File: src/hw/rtl/fprl_pkg.sv
// Shared types, constants and the control store of the flash page record log.
package fprl_pkg;

  // Page geometry and word format
  localparam int PAGE_ENTRIES = 240;
  localparam int WORD_BITS    = 32;
  localparam int ADDR_W       = $clog2(PAGE_ENTRIES);
  localparam int PTR_W        = ADDR_W + 1;
  localparam int SUM_W        = ADDR_W + 2;
  localparam int CNT_W        = 7;
  localparam int UPC_W        = 5;

  localparam logic [WORD_BITS-1:0] ERASED_WORD   = '1;
  localparam logic [CNT_W-1:0]     PAYLOAD_RESET = CNT_W'(5);

  // Words on the ports
  typedef struct packed {
    logic        command;
    logic [31:0] word_value;
    logic [6:0]  word_index;
  } in_item_t;

  typedef struct packed {
    logic [31:0] read_value;
    logic        record_found;
    logic        page_erased;
    logic        record_done;
  } out_item_t;

  localparam logic CMD_APPEND = 1'b0;
  localparam logic CMD_READ   = 1'b1;

  // Control word fields
  typedef enum logic [3:0] {
    C_NEVER,
    C_ALWAYS,
    C_IS_READ,
    C_OPEN,
    C_SLOT_OUT,
    C_HDR_ERASED,
    C_HDR_NONZERO,
    C_LAST_SLOT,
    C_IDX_OUT
  } cond_t;

  typedef enum logic [1:0] {M_NONE, M_READ, M_WRITE} mem_op_t;
  typedef enum logic [1:0] {A_BASE, A_NEXT, A_WP, A_IDX} addr_sel_t;
  typedef enum logic {W_ZERO, W_VALUE} wdata_sel_t;
  typedef enum logic [1:0] {B_HOLD, B_CLEAR, B_ADD} base_op_t;
  typedef enum logic [1:0] {P_HOLD, P_LOAD, P_INC} wp_op_t;

  typedef struct packed {
    cond_t            cond;
    logic [UPC_W-1:0] target;
    mem_op_t          mem;
    addr_sel_t        addr;
    wdata_sel_t       wdata;
    base_op_t         base;
    wp_op_t           wp;
    logic             erase;
    logic             count;
    logic             hit;
    logic             capture;
    logic             finish;
  } cw_t;

  // Status the datapath reports for the jump conditions
  typedef struct packed {
    logic is_read;
    logic open;
    logic slot_out;
    logic hdr_erased;
    logic hdr_nonzero;
    logic last_slot;
    logic idx_out;
  } flags_t;

  localparam cw_t UC_NOP = '{
    cond: C_NEVER, target: '0, mem: M_NONE, addr: A_BASE, wdata: W_ZERO,
    base: B_HOLD, wp: P_HOLD, erase: 1'b0, count: 1'b0, hit: 1'b0,
    capture: 1'b0, finish: 1'b0
  };

  // Step addresses
  localparam logic [UPC_W-1:0] U_DISPATCH = UPC_W'(0);
  localparam logic [UPC_W-1:0] U_A_OPEN   = UPC_W'(1);
  localparam logic [UPC_W-1:0] U_A_SCAN   = UPC_W'(2);
  localparam logic [UPC_W-1:0] U_A_RD     = UPC_W'(3);
  localparam logic [UPC_W-1:0] U_A_TEST   = UPC_W'(4);
  localparam logic [UPC_W-1:0] U_A_STEP   = UPC_W'(5);
  localparam logic [UPC_W-1:0] U_A_ERASE  = UPC_W'(6);
  localparam logic [UPC_W-1:0] U_A_HDR    = UPC_W'(7);
  localparam logic [UPC_W-1:0] U_A_DATA   = UPC_W'(8);
  localparam logic [UPC_W-1:0] U_R_SCAN   = UPC_W'(9);
  localparam logic [UPC_W-1:0] U_R_RD     = UPC_W'(10);
  localparam logic [UPC_W-1:0] U_R_HDR    = UPC_W'(11);
  localparam logic [UPC_W-1:0] U_R_LAST   = UPC_W'(12);
  localparam logic [UPC_W-1:0] U_R_RDNX   = UPC_W'(13);
  localparam logic [UPC_W-1:0] U_R_NEXT   = UPC_W'(14);
  localparam logic [UPC_W-1:0] U_R_ADV    = UPC_W'(15);
  localparam logic [UPC_W-1:0] U_R_SKIP   = UPC_W'(16);
  localparam logic [UPC_W-1:0] U_R_HIT    = UPC_W'(17);
  localparam logic [UPC_W-1:0] U_R_RDW    = UPC_W'(18);
  localparam logic [UPC_W-1:0] U_R_CAP    = UPC_W'(19);
  localparam logic [UPC_W-1:0] U_R_DONE   = UPC_W'(20);

  // Control store: one word per step
  function automatic cw_t ucode(input logic [UPC_W-1:0] upc);
    cw_t w;
    w = UC_NOP;
    case (upc)
      U_DISPATCH: begin
        w.cond = C_IS_READ; w.target = U_R_SCAN;
      end
      U_A_OPEN: begin
        w.cond = C_OPEN; w.target = U_A_DATA;
      end
      U_A_SCAN: begin
        w.cond = C_SLOT_OUT; w.target = U_A_ERASE;
      end
      U_A_RD: begin
        w.mem = M_READ; w.addr = A_BASE;
      end
      U_A_TEST: begin
        w.cond = C_HDR_ERASED; w.target = U_A_HDR;
      end
      U_A_STEP: begin
        w.base = B_ADD; w.cond = C_ALWAYS; w.target = U_A_SCAN;
      end
      U_A_ERASE: begin
        w.erase = 1'b1; w.base = B_CLEAR;
      end
      U_A_HDR: begin
        w.mem = M_WRITE; w.addr = A_BASE; w.wdata = W_ZERO; w.wp = P_LOAD;
      end
      U_A_DATA: begin
        w.mem = M_WRITE; w.addr = A_WP; w.wdata = W_VALUE; w.wp = P_INC;
        w.count = 1'b1; w.finish = 1'b1;
      end
      U_R_SCAN: begin
        w.cond = C_SLOT_OUT; w.target = U_R_DONE;
      end
      U_R_RD: begin
        w.mem = M_READ; w.addr = A_BASE;
      end
      U_R_HDR: begin
        w.cond = C_HDR_NONZERO; w.target = U_R_SKIP;
      end
      U_R_LAST: begin
        w.cond = C_LAST_SLOT; w.target = U_R_HIT;
      end
      U_R_RDNX: begin
        w.mem = M_READ; w.addr = A_NEXT;
      end
      U_R_NEXT: begin
        w.cond = C_HDR_ERASED; w.target = U_R_HIT;
      end
      U_R_ADV: begin
        w.base = B_ADD; w.cond = C_ALWAYS; w.target = U_R_HDR;
      end
      U_R_SKIP: begin
        w.base = B_ADD; w.cond = C_ALWAYS; w.target = U_R_SCAN;
      end
      U_R_HIT: begin
        w.hit = 1'b1; w.cond = C_IDX_OUT; w.target = U_R_DONE;
      end
      U_R_RDW: begin
        w.mem = M_READ; w.addr = A_IDX;
      end
      U_R_CAP: begin
        w.capture = 1'b1;
      end
      U_R_DONE: begin
        w.finish = 1'b1;
      end
      default: begin
        w.finish = 1'b1;
      end
    endcase
    return w;
  endfunction

endpackage

File: src/hw/rtl/fprl_useq.sv
// Microcode sequencer: step counter, control store and conditional jumps.
module fprl_useq (
  input  logic            clk,
  input  logic            rst_n,
  input  logic            start,
  input  fprl_pkg::flags_t flags,
  output logic            busy,
  output fprl_pkg::cw_t   ctrl
);
  import fprl_pkg::*;

  logic [UPC_W-1:0] upc_r, upc_nxt;
  logic             busy_r, busy_nxt;
  cw_t              cw;
  logic             jump;
  logic             accept;

  assign accept = start & ~busy_r;
  assign cw     = ucode(upc_r);
  assign busy   = busy_r;
  assign ctrl   = busy_r ? cw : UC_NOP;

  // Evaluate the jump condition of the current step
  always_comb begin
    case (cw.cond)
      C_NEVER:       jump = 1'b0;
      C_ALWAYS:      jump = 1'b1;
      C_IS_READ:     jump = flags.is_read;
      C_OPEN:        jump = flags.open;
      C_SLOT_OUT:    jump = flags.slot_out;
      C_HDR_ERASED:  jump = flags.hdr_erased;
      C_HDR_NONZERO: jump = flags.hdr_nonzero;
      C_LAST_SLOT:   jump = flags.last_slot;
      C_IDX_OUT:     jump = flags.idx_out;
      default:       jump = 1'b0;
    endcase
  end

  // Advance or jump; drop back to idle on the finishing step
  always_comb begin
    upc_nxt  = upc_r;
    busy_nxt = busy_r;
    if (accept) begin
      upc_nxt  = U_DISPATCH;
      busy_nxt = 1'b1;
    end else if (busy_r) begin
      upc_nxt = jump ? cw.target : upc_r + UPC_W'(1);
      if (cw.finish) begin
        busy_nxt = 1'b0;
      end
    end
  end

  always_ff @(posedge clk) begin
    if (!rst_n) begin
      upc_r  <= U_DISPATCH;
      busy_r <= 1'b0;
    end else begin
      upc_r  <= upc_nxt;
      busy_r <= busy_nxt;
    end
  end

endmodule

File: config.mk
export PLATFORM = sky130hd
export DESIGN_NAME = fprl_useq
export DESIGN_NICKNAME = d
export VERILOG_FILES = /design/src/hw/rtl/fprl_pkg.sv /design/src/hw/rtl/fprl_useq.sv
export SDC_FILE = /design/constraint.sdc
export NUM_CORES = 1
export LEC_CHECK = 0
export ABC_AREA = 1
export BUFFER_PORTS_ARGS = -buffer_cell sky130_fd_sc_hd__buf_4
export CAP_MARGIN = 15
export CORE_MARGIN = 10
export CORE_UTILIZATION = 54
export CTS_BUF_LIST = sky130_fd_sc_hd__clkbuf_8
export CTS_CLUSTER_DIAMETER = 30
export CTS_CLUSTER_SIZE = 12
export DETAILED_ROUTE_END_ITERATION = 8
export GPL_ROUTABILITY_DRIVEN = 0
export PLACE_DENSITY = 0.83
export RECOVER_POWER = 50
export SLEW_MARGIN = 30
export SYNTH_ARGS = -nofsm -noshare
export SYNTH_HDL_FRONTEND = slang
export SYNTH_SLANG_ARGS = --single-unit
File: constraint.sdc
create_clock -name clk -period 2.5 [get_ports clk]
set_input_delay 0.375 -clock clk [delete_from_list [all_inputs] [get_ports clk]]
set_output_delay 0.375 -clock clk [all_outputs]
set_load 0.01 [all_outputs]
**Yosys cells after proc, flatten, opt, wreduce, memory -nomap -nowiden**

Index checks and enable logic that the tools add are counted.

- Add/sub/neg operators: 1
- Equality and inequality tests: 27
- Multiplexer cells: 15
- Bitwise operators: 3
- Reductions and logical operators: 5

Operator list:

| operator | number |
|---|---|
| $pmux 9 s12 | 1 |
| $eq 5x4->1 const B | 8 |
| $mux 23 | 1 |
| $eq 5x3->1 const B | 4 |
| $eq 5x5->1 const B | 4 |
| $pmux 4 s5 | 1 |
| $reduce_or 19->1 | 1 |
| $eq 4x3->1 const B | 4 |
| $eq 5x2->1 const B | 2 |
| $eq 4x2->1 const B | 2 |
| $mux 1 | 8 |
| $pmux 1 s8 | 1 |
| $pmux 2 s2 | 2 |
| $add 5x1->5 const B | 1 |
| $eq 5x1->1 const B | 1 |
| $logic_not 5->1 | 1 |
| $mux 5 | 1 |
| $eq 4x1->1 const B | 1 |
| $eq 4x4->1 const B | 1 |
| $reduce_or 2->1 | 2 |
| $reduce_or 3->1 | 1 |
| $not 1->1 | 2 |
| $and 1x1->1 | 1 |

- Bits in registers: 6
- Input port bits: 10
- Word-level logic and storage cells: 53

**Depth between registers and ports, before layout**

Gate-level depths: netlist of the first run.

- Depth after elaboration: 5
- Gate-level depth with buffers: 17
- Depth with buffers taken out: 17

**Worst setup path after synthesis of the first run**

OpenSTA, ideal clock, no wires.

- Path type: flip-flop to flip-flop
- From: register upc_r[0]
- To: register upc_r[4]
- Arrival: 1900 ps
- Path slack: 487 ps
- Cell stages (with the launch flop): 17
- Path buffers: 0
- Period minus slack after synthesis: 2013 ps
- Cell sequence: dfxtp_1 > ha_1 > inv_1 > nor2_1 > ha_1 > inv_1 > nand3_2 > nor2_8 > nand2_1 > nand3_1 > nor2_2 > nor2_4 > nand2_2 > nand2_1 > nand2_1 > o21ai_1 > inv_1

- Word-level cells in the longest chain between the ends: 5
- Elaborated cells between the ends (all ways): 24
- Those cells by class: add/sub: 1; eq/ne: 19; mux: 3; reduce/logical: 1

Ends and longest elaborated chain:

| item | line | source |
|---|---|---|
| start: declaration | fprl_useq.sv:12 | `logic [UPC_W-1:0] upc_r, upc_nxt;` |
| start signal: assignment | fprl_useq.sv:59 | `upc_r <= upc_nxt;` |
| $eq 5x5->1 (tied with other cells) | fprl_pkg.sv:111 | `case (upc)` |
| $pmux 9 s12 | fprl_pkg.sv:111 |  |
| $eq 4x4->1 (tied with other cells) | fprl_useq.sv:25 | `case (cw.cond)` |
| $pmux 1 s8 | fprl_useq.sv:25 |  |
| $mux 5 * | fprl_useq.sv:47 | `upc_nxt = jump ? cw.target : upc_r + UPC_W'(1);` |

Mark *: on every way between the ends. The rest lies on a longest branch, timed or not.
A chain may end at the register's enable or synchronous reset.

==> results of run 1 <==
[power by group]
group | internal, mW | switching (mW) | total (mW)
clock network | 0.103 | 0.0387 | 0.142
logic | 0.163 | 0.292 | 0.454
registers | 0.107 | 0.0229 | 0.130
total | 0.373 | 0.353 | 0.726
[through the flow]
stage	TNS (ns)	power (mW)	setup slack, ns	instance area [um2]	util
4_1_cts	0	0.718	0.0931	1440	0.711
3_3_place_gp	0	0.560	0.248	1390	0.688
2_1_floorplan	0	0.467	0.487	1180	-
3_5_place_dp	0	0.569	0.237	1390	0.688
5_1_grt	-0.0289	0.789	-0.0289	1450	0.719
6_report	0	0.726	0.0579	1450	0.719
[placed cells by master (no fill, tap or decap), drive strengths merged]
| cell type | n |
|---|---|
| a21o | 1 |
| a21oi | 10 |
| buf | 32 |
| clkbuf | 4 |
| dfxtp | 6 |
| ha | 5 |
| inv | 25 |
| nand2 | 52 |
| nand3 | 27 |
| nand3b | 2 |
| nand4 | 3 |
| nor2 | 47 |
| nor3 | 5 |
| nor4 | 2 |
| o2111ai | 1 |
| o21ai | 3 |
| o22ai | 1 |
| xnor2 | 1 |
| xor2 | 1 |
[routing by layer]
layer | vias to the layer above | share of wire | GRT usage
li1 | 696 | - | -
met1 | 630 | 0.37 | 0.173
met2 | 64 | 0.51 | 0.273
met3 | 4 | 0.11 | 0.0468
met4 | 0 | 0.016 | 0.0445
met5 | - | 0 | 0
[what timing repair did]
| item | 4_1_cts | 5_1_grt |
|---|---|---|
| setup endpoints to repair | 1 | 1 |
| gates cloned | 0 | 0 |
| pin swaps | 0 | 2 |
| resized for setup | 1 | 7 |
[registers in the layout (all words and copies together), names as in the netlist]
signal,count
upc_r,5
busy,1
[logic make-up (layout without fill, tap and decap cells)]
group / after synthesis / after routing / share of synthesized area
XOR/XNOR: 2 / 2 / 0.0149
AO/OA/AOI/OAI: 16 / 16 / 0.0777
buffers and inverters: 34 / 61 / 0.137
AND/OR/NAND/NOR: 138 / 138 / 0.615
flip-flops: 6 / 6 / 0.102
adder cells (fa/ha/maj): 5 / 5 / 0.0532
[layout make-up]
type	count	area, um2	share of cell area
Sequential cell	6	121	0.0835
Timing Repair Buffer	33	244	0.168
Inverter	25	93.8	0.0645
Multi-Input combinational cell	161	920	0.633
Tap cell	27	33.8	0.0232
Clock buffer	3	41.3	0.0284
[worst min path at each step]
stage | to | slack, ns
finish | busy$_SDFF_PN0_ | 0.45
global route | busy$_SDFF_PN0_ | 0.47
CTS | busy$_SDFF_PN0_ | 0.44
detailed placement | upc_r[4]$_SDFFE_PP0P_ | 0.62
global placement | upc_r[1]$_SDFFE_PP0P_ | 0.62
floorplan | busy$_SDFF_PN0_ | 0.52
[worst min-delay path: stages]
cell and delay [ns]:
buf_4 0.11, o21ai_0 0.07, nor2_1 0.05
==> summary.md, run 1 <==
| Metric | Value |
|---|---|
| Routed WL per cell | `approximately 14 um` |
| R2R Setup Slk | `between 0.2 and 0.3 ns` |
| Critical path arrival | `about 2.1 ns` |
| Slew margin rel. | `0.695` |
| GRT Util Overall | `0.155` |
| R2R depth | `14` |
| CTS Sinks | `6` |
| R2R Path End | `upc_r[4]$_SDFFE_PP0P_` |
| HPWL after DPL | `slightly below 3000 um` |
| Num ports | `34` |
| Post-CTS setup repair buffer count | `0` |
| CTS Buf Count | `3` |
| Tcrit/Tclk final | `0.977` |
| Levels on crit path | `6` |
| Via/cell ratio | `5.47` |
| Largest net degree at the start of global routing | `26` |
| Top_reg_cell synth | `dfxtp_1` |
| Root Buffer | `clkbuf_8` |
| Worst min-delay path category | `in2reg` |
| Drt first pass iters | `4` |
| Core footprint | `~2000 um2` |
| Peak supply drop | `around 0.70 mV` |
| Final WL | `3480 um` |
| Final slew viol count | `0` |
| Synthesized area per cell | `approximately 5.9 um2` |
| Filler cells | `approximately 180` |
| EDFF count, synth | `0` |
| Worst-Margin Slew | `approximately 0.46 ns` |
| Clock transition at path regs | `0.04 ns` |
| Status | `completed` |
| # hold bufs at CTS | `0` |
| Via count | `between 1,000 and 1,500` |
| Worst Path Required | `approximately 2.1 ns` |
| Worst-path cell chain | `inv_2, ha_1, nor3_1, nand3_1, nor4_4, buf_4` |
| Initial drt markers | `a little over 70` |
| Synthesized net count | `about 220` |
| Count leader, synth | `nand2_1` |
| CTS max path bufs | `2` |
| Hold Startpoint | `rst_n` |
| Routed Antenna Nets | `0` |
| Top cells by area, synth | `nand2_1 (12%), nor2_1 (11%), dfxtp_1 (10%)` |
| Initial antenna violation count | `0` |
| Worst r2r src | `upc_r[4]$_SDFFE_PP0P_` |
| Std cell rows | `16` |
| Max-Cap Viols | `0` |
| CP Capture Type | `output pin` |
| Slowest-stage cell, CP | `dfxtp_1` |
| Asr flop ratio synth | `0` |
| Largest stage delay, worst path | `~0.49 ns` |
| Top-area cell type share of the netlist area | `0.124` |
| I/O Buffers | `33` |
| Hold_ws | `~0.45 ns` |
| Layout area overhead | `23.6%` |
| Beginning of the critical path | `upc_r[4]$_SDFFE_PP0P_` |
| FF+latch count, synth | `6` |
| Synth cell types | `30` |
| Critical path fanouts, max | `11` |
| Fin crit period | `2.44 ns` |
| Clock Skew | `around 0.0069 ns` |
| CTS tree | `built` |
| Count of yosys warnings during synthesis | `0` |
| H-tree Lvls | `1` |
| WS Path Type | `reg2out` |
| Sequential share of the synthesized area | `0.102` |
| Fin. Hold Viols | `0` |
| Die ar. | `~4400 um2` |
| F_max | `about 0.41 GHz` |
| Startpoint types | `flip-flop` |
| Hold Path Cell Cnt | `3` |
| Die Span X | `about 67 um` |
| Initial Util | `0.582` |
| Vias in the first global route | `1,374` |
| Y dimension of the die | `66.7 um` |
| Worst setup path end | `ctrl[0]` |
| GR Overflow Total | `0` |
| Placed Cells | `252` |
| First-pass GRT wire length | `between 5000 and 6000 um` |
| Leak pwr | `0.767 nW` |
| Final #Nets | `roughly 250` |
| Top post-synthesis cells by count | `nand2_1 (39), nor2_1 (34), nand3_1 (24)` |
| Buf/Inv on CP | `2` |
| Family with the most delay on the worst path | `simple AND/OR/NAND/NOR gates` |
| Post-synthesis cell area | `between 1000 and 1500 um2` |
| N_diodes | `0` |
| Cells after synthesis | `201` |
| DRC violations left | `0` |
| Share of layout cells above drive strength 1 | `0.346` |
| Final setup violation count | `0` |
| Later-pin clock latency in the skew report | `approximately 0.22 ns` |
| Finished Layout Cells | `roughly 260` |
| Synth area leader | `nand2_1` |
| Cell Pwr Density | `approximately 500 nW/um2` |
Power figures use the tool's default switching activity.
==> inputs of run 2 (changes only) <==
- CORE_UTILIZATION: 54 -> 50
- PLACE_DENSITY: 0.83 -> 0.77
==> summary.md, run 2 (synthesized netlist as in run 1, its figures left out) <==
| Metric | Value |
|---|---|
| Routed Antenna Nets | `0` |
| Die ar. | `4690 um2` |
| Buf/Inv on CP | `4` |
| FF/Latch Area | `123 um2` |
| Routed WL per cell | `13.5 um` |
| RSZ-0062 raised after global routing | `false` |
| Critical path arrival | `roughly 2 ns` |
| Top reg by flops | `upc_r` |
| Met2 wire len | `1680 um` |
| GRT Util Overall | `0.152` |
| Final slew viol count | `0` |
| Tcrit/Tclk final | `0.951` |
| Std cell rows | `17` |
| Worst min-delay path category | `in2reg` |
| Most frequent cells in the layout | `nand2_1 (40), nor2_1 (35), buf_4 (26)` |
| Post-Route M1 WL | `1460 um` |
| Multi-input gate area | `913 um2` |
| First-pass GRT wire length | `approximately 5600 um` |
| Fin. Hold Viols | `0` |
| Pre-CTS setup slack | `approximately 0.21 ns` |
| Peak supply drop | `around 0.42 mV` |
| GR Overflow Total | `0` |
| Hold_ws | `0.411 ns` |
| Largest net degree at the start of global routing | `25` |
| Post-CTS setup repair buffer count | `0` |
| Cell Pwr Density | `between 500 and 600 nW/um2` |
| Worst Path Required | `around 2.1 ns` |
| Clock Skew | `0.00968 ns` |
| Share of layout cells above drive strength 1 | `0.323` |
| H-tree Lvls | `1` |
| CTS max path bufs | `2` |
| Slew margin rel. | `0.634` |
| Y dimension of the die | `68.5 um` |
| I/O Buffers | `33` |
| Num ports | `34` |
| Status | `completed` |
| # hold bufs at CTS | `0` |
| Later-pin clock latency in the skew report | `0.23 ns` |
| Worst-Margin Slew | `0.546 ns` |
| Worst-path cell chain | `inv_2, ha_4, nand2_1, inv_1, nand2_1, inv_1, nor3_1, nand3_1, nor4_4, buf_4` |
| Largest register FFs | `5` |
| Commonest non-fill, non-tap cell in the layout | `nand2_1` |
| Vias in the first global route | `around 1,300` |
| CTS Sinks | `6` |
| Via count | `about 1,400` |
| HPWL after DPL | `2890 um` |
| Max-Cap Viols | `0` |
| F_max | `0.421 GHz` |
| CTS Buf Count | `3` |
| Worst setup margin | `between 0.1 and 0.15 ns` |
| Total power | `roughly 730 uW` |
| Slowest-stage cell, CP | `dfxtp_1` |
| DR WL met3 | `255 um` |
| Critical path fanouts, max | `4` |
| Final setup violation count | `0` |
| Final WL | `3480 um` |
| Initial Util | `0.527` |
| Leak pwr | `approximately 0.74 nW` |
| Setup TNS Final | `0 ns` |
| Root Buffer | `clkbuf_8` |
| Initial antenna violation count | `0` |
| Filler cells | `212` |
| Die Span X | `slightly below 70 um` |
| WS Path Type | `reg2out` |
| Startpoint types | `flip-flop` |
| Largest stage delay, worst path | `about 0.37 ns` |
| Via/cell ratio | `approximately 5.3` |
| Fin crit period | `~2.4 ns` |
| Core footprint | `2230 um2` |
| Family with the most delay on the worst path | `simple AND/OR/NAND/NOR gates` |
| CP Capture Type | `output pin` |
| N_diodes | `0` |
| Uppermost layer routed | `met4` |
| Drt first pass iters | `4` |
| Initial drt markers | `a little over 70` |
| CTS tree | `built` |
| Clock transition at path regs | `0.04 ns` |
| Final #Nets | `approximately 250` |
| Layout area overhead | `21.8%` |
| DRC violations left | `0` |
run 2: changes by cell type in the layout (fill, tap and decap cells not counted):
cell / change
ha_2: -1
inv_1: -2
dfxtp_2: +1
nor3_1: +1
dfxtp_1: -1
inv_2: +2
nand2_2: -2
buf_4: -6
nand2_1: +2
nor3_4: -1
ha_4: +1
clkbuf_1: +6
clkbuf_2: +1
run 2: where the power goes:
group / leakage [nW] / switching (mW) / internal [mW] / total (mW)
combinational: 0.670 / 0.290 / 0.164 / 0.453
clock: 0.0216 / 0.0461 / 0.104 / 0.150
sequential: 0.0499 / 0.0224 / 0.107 / 0.129
run 2: worst paths after layout:
| path | startpoint | to | slack, ns | cells past startpoint |
|---|---|---|---|---|
| setup / recovery | upc_r[1]$_SDFFE_PP0P_ | ctrl[0] | 0.12 | 10 |
| hold / removal | rst_n | busy$_SDFF_PN0_ | 0.41 | 3 |
| setup reg to reg | upc_r[1]$_SDFFE_PP0P_ | upc_r[4]$_SDFFE_PP0P_ | 0.38 | 16 |
| hold reg to reg | upc_r[1]$_SDFFE_PP0P_ | upc_r[1]$_SDFFE_PP0P_ | 0.63 | 4 |
run 2: routing by layer:
| metal | vias up | GRT usage |
|---|---|---|
| met3 | 9 | 0.0354 |
| li1 | 696 | - |
| met4 | 0 | 0.0779 |
| met5 | - | 0 |
| met2 | 45 | 0.247 |
| met1 | 619 | 0.183 |
run 2: layout make-up:
class / count / share of cell area
flip-flops and latches: 6 / 0.0856
well taps: 28 / 0.0245
inverters: 25 / 0.0655
repair buffers: 34 / 0.158
multi-input cells: 161 / 0.638
clock buffers: 3 / 0.0288
run 2: timing repair:
action | 4_1_cts | 5_1_grt
setup endpoints to repair | 1 | 1
gates resized for setup | 1 | 9
pin swaps | 0 | 2
run 2: stage by stage:
step	instance area [um2]	util	instances
4_1_cts	1450	0.648	257
3_5_place_dp	1400	0.626	254
2_1_floorplan	1180	-	201
5_1_grt	1430	0.641	257
6_report	1430	0.641	257
3_3_place_gp	1400	0.626	254
run 2: tightest hold or removal path, cell delays in order:
cell and delay (ns):
buf_4 0.11, o21ai_0 0.06, nor2_1 0.05
